--- src/sv/lcsr_pkg.sv ---
package lcsr_pkg;

   localparam int RAW_W   = 24;
   localparam int FORCE_W = 24;
   localparam int CSR_W   = 32;
   localparam int CSR_IDX_W = 2;

   // register indexes on the csr port
   localparam logic [CSR_IDX_W-1:0] CSR_TARE   = 2'd0;
   localparam logic [CSR_IDX_W-1:0] CSR_SCALE  = 2'd1;
   localparam logic [CSR_IDX_W-1:0] CSR_OFFSET = 2'd2;

   localparam logic [23:0]        TARE_RESET   = 24'd0;
   localparam logic [23:0]        SCALE_RESET  = 24'd65536;
   localparam logic signed [31:0] OFFSET_RESET = 32'sd0;

   // rounding bias for a q16 truncation toward zero
   localparam logic [48:0] MG_BIAS = 49'd65535;

   // below -150000 g a read is repeated once
   localparam logic signed [33:0] RETRY_LIMIT_MG = -34'sd150000000;

   // x / 1000 == (x >> 3) / 125, and (x >> 3) / 125 == (y * RECIP_125) >> RECIP_SHIFT
   // for every y below 2^30
   localparam logic [30:0] RECIP_125   = 31'd1099511628;
   localparam int          RECIP_SHIFT = 37;

   typedef enum logic [2:0] {
      PH_IDLE,
      PH_WAIT,
      PH_HIGH,
      PH_LOW,
      PH_XHIGH,
      PH_XLOW,
      PH_CALC
   } phase_type;

   typedef enum logic [3:0] {
      CS_IDLE,
      CS_MUL_LO,
      CS_MUL_HI,
      CS_SUM,
      CS_SCALE,
      CS_OFFSET,
      CS_SIGN,
      CS_RECIP,
      CS_DONE
   } calc_step_type;

   typedef enum logic {
      OP_TICK,
      OP_FINISH
   } op_kind_type;

   typedef struct packed {
      op_kind_type      kind;
      logic             sck;
      logic             busy;
      logic [RAW_W-1:0] raw;
      logic             retry_used;
   } op_type;

   typedef struct packed {
      logic valid;
      logic retry;
   } report_type;

   typedef struct packed {
      logic [23:0]        tare;
      logic [23:0]        scale;
      logic signed [31:0] offset;
   } cfg_type;

endpackage

--- src/sv/lcsr_front.sv ---
module lcsr_front #(
   parameter int DATA_BITS = 24
) (
   input  logic                clock,
   input  logic                reset,
   input  logic                req_valid,
   output logic                req_stall,
   input  logic                req_start_req,
   input  logic                req_dout,
   input  logic                q_full,
   output logic                q_push,
   output lcsr_pkg::op_type    q_op,
   input  lcsr_pkg::report_type rpt
);
   import lcsr_pkg::*;

   localparam int CNT_W = $clog2(DATA_BITS + 1);

   phase_type            phase_ff, phase_in;
   logic [CNT_W-1:0]     cnt_ff, cnt_in;
   logic [DATA_BITS-1:0] shift_ff, shift_in;
   logic                 ru_ff, ru_in;
   logic [DATA_BITS-1:0] flip_mask;
   logic                 req_fire;

   assign flip_mask = {1'b1, {(DATA_BITS-1){1'b0}}};
   assign req_stall = (phase_ff == PH_CALC) || q_full;
   assign req_fire  = req_valid && !req_stall;

   always_ff @(posedge clock) begin
      if (reset) begin
         phase_ff <= PH_IDLE;
         cnt_ff   <= '0;
         shift_ff <= '0;
         ru_ff    <= 1'b0;
      end else begin
         phase_ff <= phase_in;
         cnt_ff   <= cnt_in;
         shift_ff <= shift_in;
         ru_ff    <= ru_in;
      end
   end

   always_comb begin
      phase_in        = phase_ff;
      cnt_in          = cnt_ff;
      shift_in        = shift_ff;
      ru_in           = ru_ff;
      q_push          = 1'b0;
      q_op.kind       = OP_TICK;
      q_op.sck        = 1'b0;
      q_op.busy       = 1'b0;
      q_op.raw        = RAW_W'(shift_ff ^ flip_mask);
      q_op.retry_used = ru_ff;
      if (phase_ff == PH_CALC) begin
         // wait for the back end to decide on a repeat
         if (rpt.valid) begin
            phase_in = rpt.retry ? PH_WAIT : PH_IDLE;
            ru_in    = rpt.retry;
         end
      end else if (req_fire) begin
         q_push = 1'b1;
         unique case (phase_ff)
            PH_IDLE: begin
               if (req_start_req) begin
                  phase_in = PH_WAIT;
                  ru_in    = 1'b0;
               end
            end
            PH_WAIT: begin
               if (!req_dout) begin
                  phase_in = PH_HIGH;
                  cnt_in   = '0;
                  shift_in = '0;
               end
            end
            PH_HIGH: begin
               q_op.sck = 1'b1;
               phase_in = PH_LOW;
            end
            PH_LOW: begin
               shift_in = {shift_ff[DATA_BITS-2:0], req_dout};
               cnt_in   = cnt_ff + 1'b1;
               phase_in = (cnt_in == CNT_W'(DATA_BITS)) ? PH_XHIGH : PH_HIGH;
            end
            PH_XHIGH: begin
               q_op.sck = 1'b1;
               phase_in = PH_XLOW;
            end
            PH_XLOW: begin
               q_op.kind = OP_FINISH;
               phase_in  = PH_CALC;
            end
            default: begin
               phase_in = PH_IDLE;
            end
         endcase
         q_op.busy = (phase_in != PH_IDLE);
      end
   end

endmodule

--- src/sv/lcsr_queue.sv ---
module lcsr_queue #(
   parameter int DEPTH = 4
) (
   input  logic             clock,
   input  logic             reset,
   input  logic             push,
   input  lcsr_pkg::op_type push_op,
   output logic             full,
   input  logic             pop,
   output logic             head_valid,
   output lcsr_pkg::op_type head_op
);
   import lcsr_pkg::*;

   localparam int PTR_W   = $clog2(DEPTH);
   localparam int COUNT_W = $clog2(DEPTH + 1);

   op_type             mem_ff [DEPTH];
   logic [PTR_W-1:0]   wr_ptr_ff, wr_ptr_in;
   logic [PTR_W-1:0]   rd_ptr_ff, rd_ptr_in;
   logic [COUNT_W-1:0] count_ff, count_in;

   assign full       = (count_ff == COUNT_W'(DEPTH));
   assign head_valid = (count_ff != '0);
   assign head_op    = mem_ff[rd_ptr_ff];

   always_comb begin
      wr_ptr_in = wr_ptr_ff;
      rd_ptr_in = rd_ptr_ff;
      count_in  = count_ff;
      if (push) begin
         wr_ptr_in = (wr_ptr_ff == PTR_W'(DEPTH - 1)) ? '0 : wr_ptr_ff + 1'b1;
      end
      if (pop) begin
         rd_ptr_in = (rd_ptr_ff == PTR_W'(DEPTH - 1)) ? '0 : rd_ptr_ff + 1'b1;
      end
      if (push && !pop) begin
         count_in = count_ff + 1'b1;
      end else if (pop && !push) begin
         count_in = count_ff - 1'b1;
      end
   end

   always_ff @(posedge clock) begin
      if (reset) begin
         wr_ptr_ff <= '0;
         rd_ptr_ff <= '0;
         count_ff  <= '0;
      end else begin
         wr_ptr_ff <= wr_ptr_in;
         rd_ptr_ff <= rd_ptr_in;
         count_ff  <= count_in;
      end
   end

   always_ff @(posedge clock) begin
      if (push) begin
         mem_ff[wr_ptr_ff] <= push_op;
      end
   end

endmodule

--- src/sv/lcsr_back.sv ---
module lcsr_back (
   input  logic                          clock,
   input  logic                          reset,
   input  lcsr_pkg::cfg_type             cfg,
   input  logic                          head_valid,
   input  lcsr_pkg::op_type              head_op,
   output logic                          q_pop,
   output lcsr_pkg::report_type          rpt,
   output logic                          rsp_valid,
   input  logic                          rsp_stall,
   output logic                          rsp_sck,
   output logic                          rsp_busy_res,
   output logic                          rsp_done_res,
   output logic [lcsr_pkg::RAW_W-1:0]    rsp_raw_count,
   output logic signed [lcsr_pkg::FORCE_W-1:0] rsp_force_grams,
   output logic                          rsp_was_retried
);
   import lcsr_pkg::*;

   calc_step_type      step_ff, step_in;
   logic               out_free, tick_load, fin_load, pop_finish;

   logic signed [24:0] diff_ff, diff_in;
   logic signed [12:0] mul_b;
   logic signed [37:0] mul_out;
   logic signed [37:0] plo_ff, phi_ff;
   logic signed [48:0] prod_ff, prod_in;
   logic [48:0]        bias_sum;
   logic [32:0]        mg_wide;
   logic signed [31:0] mg_ff, mg_in;
   logic signed [33:0] d_ff, d_in;
   logic [33:0]        d_abs;
   logic [29:0]        mag8_ff;
   logic               neg_ff, retry_ff, ru_ff;
   logic [60:0]        qprod_ff;
   logic [23:0]        quot;
   logic [FORCE_W-1:0] grams;
   logic [RAW_W-1:0]   raw_ff;

   logic [RAW_W-1:0]   last_raw_ff;
   logic [FORCE_W-1:0] last_force_ff;

   logic               rsp_valid_ff;
   logic               sck_ff, busy_ff, done_ff, retried_ff;
   logic [RAW_W-1:0]   raw_out_ff;
   logic [FORCE_W-1:0] force_out_ff;

   assign out_free   = !rsp_valid_ff || !rsp_stall;
   assign q_pop      = head_valid && (step_ff == CS_IDLE) &&
                       ((head_op.kind == OP_FINISH) || out_free);
   assign tick_load  = q_pop && (head_op.kind == OP_TICK);
   assign pop_finish = q_pop && (head_op.kind == OP_FINISH);
   assign fin_load   = (step_ff == CS_DONE) && out_free;

   assign rpt.valid = fin_load;
   assign rpt.retry = retry_ff;

   // arithmetic datapath, one wide operation per step
   assign diff_in  = $signed({1'b0, head_op.raw}) - $signed({1'b0, cfg.tare});
   assign mul_b    = (step_ff == CS_MUL_LO) ? $signed({1'b0, cfg.scale[11:0]})
                                            : $signed({1'b0, cfg.scale[23:12]});
   assign mul_out  = diff_ff * mul_b;
   assign prod_in  = $signed(({{11{phi_ff[37]}}, phi_ff} << 12) +
                             {{11{plo_ff[37]}}, plo_ff});
   // truncate toward zero, then clamp to 32 bits
   assign bias_sum = prod_ff + (prod_ff[48] ? MG_BIAS : 49'd0);
   assign mg_wide  = bias_sum[48:16];
   assign mg_in    = (mg_wide[32] != mg_wide[31])
                     ? (mg_wide[32] ? 32'sh8000_0000 : 32'sh7FFF_FFFF)
                     : $signed(mg_wide[31:0]);
   assign d_in     = $signed({{2{mg_ff[31]}}, mg_ff}) -
                     $signed({{2{cfg.offset[31]}}, cfg.offset});
   assign d_abs    = d_ff[33] ? (34'd0 - d_ff) : d_ff;
   // magnitude stays below 2^23, so no clamp is needed on grams
   assign quot     = qprod_ff[60:RECIP_SHIFT];
   assign grams    = neg_ff ? (24'd0 - quot) : quot;

   always_comb begin
      step_in = step_ff;
      unique case (step_ff)
         CS_IDLE:   step_in = pop_finish ? CS_MUL_LO : CS_IDLE;
         CS_MUL_LO: step_in = CS_MUL_HI;
         CS_MUL_HI: step_in = CS_SUM;
         CS_SUM:    step_in = CS_SCALE;
         CS_SCALE:  step_in = CS_OFFSET;
         CS_OFFSET: step_in = CS_SIGN;
         CS_SIGN:   step_in = CS_RECIP;
         CS_RECIP:  step_in = CS_DONE;
         CS_DONE:   step_in = out_free ? CS_IDLE : CS_DONE;
         default:   step_in = CS_IDLE;
      endcase
   end

   always_ff @(posedge clock) begin
      if (reset) begin
         step_ff <= CS_IDLE;
      end else begin
         step_ff <= step_in;
      end
   end

   always_ff @(posedge clock) begin
      if (pop_finish) begin
         diff_ff <= diff_in;
         raw_ff  <= head_op.raw;
         ru_ff   <= head_op.retry_used;
      end
      if (step_ff == CS_MUL_LO) plo_ff <= mul_out;
      if (step_ff == CS_MUL_HI) phi_ff <= mul_out;
      if (step_ff == CS_SUM)    prod_ff <= prod_in;
      if (step_ff == CS_SCALE)  mg_ff <= mg_in;
      if (step_ff == CS_OFFSET) d_ff <= d_in;
      if (step_ff == CS_SIGN) begin
         retry_ff <= (d_ff < RETRY_LIMIT_MG) && !ru_ff;
         neg_ff   <= d_ff[33];
         mag8_ff  <= d_abs[32:3];
      end
      if (step_ff == CS_RECIP)  qprod_ff <= mag8_ff * RECIP_125;
   end

   always_ff @(posedge clock) begin
      if (reset) begin
         last_raw_ff   <= '0;
         last_force_ff <= '0;
         rsp_valid_ff  <= 1'b0;
      end else begin
         if (fin_load) begin
            last_raw_ff <= raw_ff;
            if (!retry_ff) begin
               last_force_ff <= grams;
            end
         end
         if (tick_load || fin_load) begin
            rsp_valid_ff <= 1'b1;
         end else if (!rsp_stall) begin
            rsp_valid_ff <= 1'b0;
         end
      end
   end

   always_ff @(posedge clock) begin
      if (tick_load) begin
         sck_ff       <= head_op.sck;
         busy_ff      <= head_op.busy;
         done_ff      <= 1'b0;
         retried_ff   <= 1'b0;
         raw_out_ff   <= last_raw_ff;
         force_out_ff <= last_force_ff;
      end else if (fin_load) begin
         sck_ff       <= 1'b0;
         busy_ff      <= retry_ff;
         done_ff      <= !retry_ff;
         retried_ff   <= !retry_ff && ru_ff;
         raw_out_ff   <= raw_ff;
         force_out_ff <= retry_ff ? last_force_ff : grams;
      end
   end

   assign rsp_valid       = rsp_valid_ff;
   assign rsp_sck         = sck_ff;
   assign rsp_busy_res    = busy_ff;
   assign rsp_done_res    = done_ff;
   assign rsp_was_retried = retried_ff;
   assign rsp_raw_count   = raw_out_ff;
   assign rsp_force_grams = $signed(force_out_ff);

   a_result_held: assert property (@(posedge clock) disable iff (reset)
      (step_ff == CS_DONE && !out_free) |=> (step_ff == CS_DONE))
      else $error("finished result dropped while output stalled");

   a_done_not_busy: assert property (@(posedge clock) disable iff (reset)
      (rsp_valid_ff && rsp_done_res) |-> !rsp_busy_res)
      else $error("done word still marked busy");

   a_retried_done: assert property (@(posedge clock) disable iff (reset)
      (rsp_valid_ff && rsp_was_retried) |-> rsp_done_res)
      else $error("retried flag outside a done word");

endmodule

--- src/sv/load_cell_serial_reader_scaler.sv ---
// load cell serial reader and scaler
// req channel: one word per microsecond tick, carrying start_req and the
// converter's data line level. rsp channel: exactly one word per req word,
// in order, with the serial clock level for that tick, busy/done flags, the
// last offset-binary raw count and the last result in grams.
// csr port: write-only, index 0 tare count, 1 scale (q16 mg per count),
// 2 milligram offset; write only while no measurement is running.
// a front sequencer steps the serial timing, one req word per cycle while req
// is not stalled, and queues one command per tick; the back end turns each
// into a rsp word through a one-word output register.
// the tick that ends a read goes through the seven-step scaling sequence
// (two partial products, their sum, q16 truncation, offset, sign split,
// reciprocal divide by 1000), and req stalls from that tick until its
// result is out, plus the time to drain words queued ahead of it.
// a tick's rsp word passes through the queue and the output register; the
// word that ends a read also goes through the scaling steps.
// reset: sequencer idle, results zero, registers to their defaults.
// while rsp is stalled the queue keeps taking req words until it fills,
// then req stalls too; nothing is lost or repeated.
module load_cell_serial_reader_scaler #(
   parameter int DATA_BITS   = 24,
   parameter int QUEUE_DEPTH = 4
) (
   input  logic                                 clock,
   input  logic                                 reset,
   input  logic                                 req_valid,
   output logic                                 req_stall,
   input  logic                                 req_start_req,
   input  logic                                 req_dout,
   output logic                                 rsp_valid,
   input  logic                                 rsp_stall,
   output logic                                 rsp_sck,
   output logic                                 rsp_busy_res,
   output logic                                 rsp_done_res,
   output logic [lcsr_pkg::RAW_W-1:0]           rsp_raw_count,
   output logic signed [lcsr_pkg::FORCE_W-1:0]  rsp_force_grams,
   output logic                                 rsp_was_retried,
   input  logic                                 csr_wr_en,
   input  logic [lcsr_pkg::CSR_IDX_W-1:0]       csr_index,
   input  logic [lcsr_pkg::CSR_W-1:0]           csr_wr_data
);
   import lcsr_pkg::*;

   cfg_type    cfg_ff;
   logic       q_push, q_full, q_pop, head_valid;
   op_type     push_op, head_op;
   report_type rpt;

   always_ff @(posedge clock) begin
      if (reset) begin
         cfg_ff.tare   <= TARE_RESET;
         cfg_ff.scale  <= SCALE_RESET;
         cfg_ff.offset <= OFFSET_RESET;
      end else if (csr_wr_en) begin
         unique case (csr_index)
            CSR_TARE:   cfg_ff.tare   <= csr_wr_data[23:0];
            CSR_SCALE:  cfg_ff.scale  <= csr_wr_data[23:0];
            CSR_OFFSET: cfg_ff.offset <= $signed(csr_wr_data);
            default: begin
               // unused index, write dropped
            end
         endcase
      end
   end

   lcsr_front #(
      .DATA_BITS (DATA_BITS)
   ) u_front (
      .clock         (clock),
      .reset         (reset),
      .req_valid     (req_valid),
      .req_stall     (req_stall),
      .req_start_req (req_start_req),
      .req_dout      (req_dout),
      .q_full        (q_full),
      .q_push        (q_push),
      .q_op          (push_op),
      .rpt           (rpt)
   );

   lcsr_queue #(
      .DEPTH (QUEUE_DEPTH)
   ) u_queue (
      .clock      (clock),
      .reset      (reset),
      .push       (q_push),
      .push_op    (push_op),
      .full       (q_full),
      .pop        (q_pop),
      .head_valid (head_valid),
      .head_op    (head_op)
   );

   lcsr_back u_back (
      .clock           (clock),
      .reset           (reset),
      .cfg             (cfg_ff),
      .head_valid      (head_valid),
      .head_op         (head_op),
      .q_pop           (q_pop),
      .rpt             (rpt),
      .rsp_valid       (rsp_valid),
      .rsp_stall       (rsp_stall),
      .rsp_sck         (rsp_sck),
      .rsp_busy_res    (rsp_busy_res),
      .rsp_done_res    (rsp_done_res),
      .rsp_raw_count   (rsp_raw_count),
      .rsp_force_grams (rsp_force_grams),
      .rsp_was_retried (rsp_was_retried)
   );

endmodule
--- config.mk ---
export PLATFORM = sky130hd
export DESIGN_NAME = load_cell_serial_reader_scaler
export DESIGN_NICKNAME = d
export VERILOG_FILES = /design/src/sv/lcsr_pkg.sv /design/src/sv/lcsr_front.sv /design/src/sv/lcsr_queue.sv /design/src/sv/lcsr_back.sv /design/src/sv/load_cell_serial_reader_scaler.sv
export SDC_FILE = /design/constraint.sdc
export NUM_CORES = 2
export LEC_CHECK = 0
export BUFFER_PORTS_ARGS = -buffer_cell sky130_fd_sc_hd__buf_2
export CAP_MARGIN = 20
export CORE_ASPECT_RATIO = 2
export CORE_MARGIN = 5
export CORE_UTILIZATION = 45
export CTS_CLUSTER_SIZE = 16
export DETAILED_ROUTE_END_ITERATION = 12
export PLACE_DENSITY_LB_ADDON = 0.1
export SYNTH_ARGS = -nofsm -noshare
export SYNTH_HDL_FRONTEND = slang
export SYNTH_HIERARCHICAL = 1
export SYNTH_SLANG_ARGS = --single-unit
--- constraint.sdc ---
create_clock -name clock -period 7.4 [get_ports clock]
set_input_delay 0.37 -clock clock [delete_from_list [all_inputs] [get_ports clock]]
set_output_delay 0.37 -clock clock [all_outputs]
set_load 0.03 [all_outputs]
==> flow_summary.toml <==
[status]
status = "complete, no violations"

[min_path]
hold_depth = 2
min_path_type = "primary input to flip-flop"
min_from = "reset"

[die]
core_sq_mm = 0.116
ios = 95
die_h_um = 494
initial_utilization_pct = 45.3
rows = 177
die_area_sq_mm = 0.125
die_w_um = 252

[synth]
async_flop_share_pct = 0
synth-seq-cells = 634
yosysUniqueCellTypes = 74
netlist_area_sq_mm = 0.0528
synth-edff-count = 457
avgSynthCellArea_sq_um = 10.8
yosys_warnings = 6
syn_nets = 6045
synth_top_flop_cell = "edfxtp_1"
syn_inst = 4884
yosysSeqAreaShare_pct = 32.7

[run]
maxCapViolCount = 0

[setup_path]
critPathSlowestCell = "fa_1"
cp_data_required_time_ns = 7.81
rr_endpoint = "u_back/qprod_ff[52]"
cp-end-kind = "flip-flop"
path_max_fanout = 6
reg2regPathDepth = 29
r2r_slack_ns = 0.16
critPathCapture = "u_back/qprod_ff[52]"
r2r_start = "u_back/mag8_ff[19]"
slowest_delay_ns = 0.54
cp-startpoint = "u_back/mag8_ff[19]"
arrival_ns = 7.64
crit_type = "flip-flop to flip-flop"
start_kind = "flip-flop"

[placement]
place_hpwl_um = 120000
pre_cts_ws_ns = -0.150
port_buffers = 94
gp_congestion = 0.946

[route]
routedWlPerCell_um = 22.1
vias = 35100
wl_met1_um = 48100
via_per_inst = 5.29
wl_met2_um = 83500
routed-wl-met3_um = 2980
top_layer = "met4"
routed_wirelength_um = 147000
drt_iter0_drc = 1717
ant_nets = 0
firstDrtPassIters = 5
remaining_drc_errors = 0

[sta]
max_freq_mhz = 138
setup_viol = 0
clock_skew_ns = 0.0746
final.setup.tns_ns = 0
timing.final.crit_share_pct = 97.8
max_slew_margin_pct = 31.2
slew_violations = 0
final.setup.worst_slack_ns = 0.161
worst_pin_slew_ns = 1.03
final_hold_viol_count = 0
period_needed_ns = 7.24
timing.hold.ws_ns = 0.0747

[global_route]
grt_antenna_before_repair = 1
grt_max_degree = 104
groute.usage.overall_pct = 23.5
grt_pass1_vias = 37800
grt_pass1_wl_um = 222000
overflow = 0

[clocking]
clock_latency_ns = 0.68
cts-root-buf = "clkbuf_16"
cts-buffers-inserted = 58
cts_tree = "done"
path_clk_slew_ns = 0.07
cts.sinks = 634
cts.path.max_buffers = 3
htreeDepth = 2

[power_and_ir_drop]
seqPwrFrac_pct = 30.8
power.switching_mw = 7.45
clkPwrFrac_pct = 18.0
pwr-share-comb_pct = 51.3
internal_power_mw = 10.6
ir_worst_vdd_v = 0.000226
leakagePower_nw = 25.8
switching_share_pct = 41.3
p_per_area_mw_per_mm2 = 309

[finish]
syn_to_final_growth_pct = 10.5
drive_gt1_share_pct = 10.4
final_common_cell = "inv_1"
layout.nets = 6226
final_cell_mix = "inv_1, ha_1, fa_1, edfxtp_1, nand2_1"
per-layer routing:
layer / vias to the layer above / GRT usage, %
met1: 17700 / 22.9
met4: 0 / 15.3
met2: 598 / 46.8
met5: - / 0
met3: 335 / 1.46
li1: 16500 / -
what timing repair did:
item,4_1_cts,5_1_grt
pin swaps,0,14
buffers inserted,0,18
gates resized for setup,2,54
hold buffers,9,0
setup endpoints to repair,8,33
endpoints found under the hold margin,9,0
power by group through the flow:
stage / Sequential (mW) / Clock (mW) / Combinational [mW]
floorplan: 5.54 / 0 / 6.27
global placement: 5.62 / 0 / 9.23
detailed placement: 5.63 / 0 / 9.28
CTS: 5.56 / 3.33 / 9.35
global route: 5.61 / 3.46 / 10.4
finish: 5.55 / 3.24 / 9.25
cell type report:
class	instances	area, sq um
inverters	882	3310
diodes	4	10.0
well taps	1521	1900
multi-input cells	3200	31700
fillers	10800	58200
flip-flops and latches	634	17300
clock buffers	69	1520
repair buffers	289	2040
clock inverters	40	548
kinds of logic after synthesis:
family / share of synthesized area, %
AND/OR/NAND/NOR: 10.2
AO/OA/AOI/OAI: 7.59
XOR/XNOR: 3.50
flip-flops: 32.7
multiplexers: 3.87
adder cells (fa/ha/maj): 34.3
buffers and inverters: 7.83
registers in the layout, indices dropped and copies added (netlist names), 25 cells and up, named ones only:
signal          cells
u_back/plo_ff      38
u_back/phi_ff      37
u_back/mag8_ff     30
u_back/prod_ff     49
u_back/d_ff        33
cfg_ff             80
u_back/mg_ff       32
u_back/diff_ff     25
u_queue/mem_ff    112
Yosys cell counts (10+ instances only):
master / count / area (sq um)
nand4_1: 53 / 332
inv_1: 881 / 3310
a21o_1: 65 / 488
nand2_1: 349 / 1310
nor2_1: 154 / 578
a31oi_1: 25 / 156
a211oi_1: 34 / 255
or3_1: 17 / 106
o31a_1: 10 / 87.6
buf_2: 13 / 65.1
o31ai_1: 18 / 135
mux2_2: 39 / 439
edfxtp_1: 457 / 13700
o21a_1: 26 / 195
mux2i_1: 94 / 941
a21oi_1: 242 / 1210
xor2_1: 75 / 657
nand2b_1: 147 / 920
nor3_1: 34 / 170
xnor2_1: 136 / 1190
o211ai_1: 11 / 82.6
dfxtp_1: 177 / 3540
and2_1: 63 / 394
nand3_1: 49 / 245
clkbuf_1: 110 / 413
fa_1: 548 / 11000
o21ai_0: 132 / 661
ha_1: 572 / 7160
mux4_2: 20 / 450
or2_2: 15 / 93.8
nor2b_1: 100 / 626
and3_1: 21 / 131
o21bai_1: 22 / 165
buf_4: 32 / 240
worst min-delay path by stage:
stage                        end
2_1_floorplan  u_back/prod_ff[0]
3_5_place_dp   u_back/prod_ff[0]
5_1_grt        u_front/cnt_ff[1]
4_1_cts               cfg_ff[48]
3_3_place_gp   u_back/prod_ff[1]
6_report       u_front/cnt_ff[0]
metrics by stage:
stage / cells / utilization [%] / power (mW) / area (sq um)
finish: 6639 / 50.1 / 18.0 / 58300
global route: 6636 / 50.1 / 19.5 / 58300
CTS: 6616 / 49.7 / 18.2 / 57900
detailed placement: 6498 / 47.9 / 14.9 / 55700
global placement: 6498 / 47.9 / 14.9 / 55700
floorplan: 4884 / - / 11.8 / 52800
worst max-delay path: cells and delay by family (launching register included):
| family | cells | cell delay (ns) |
|---|---|---|
| AOI/OAI and AO/OA | 9 | 1.33 |
| adders and majority gates | 9 | 3.86 |
| buffers and inverters | 10 | 1.19 |
| DFF | 1 | 0.46 |
| xor gates and xnor gates | 1 | 0.14 |
(Power assumes the default switching activity.)
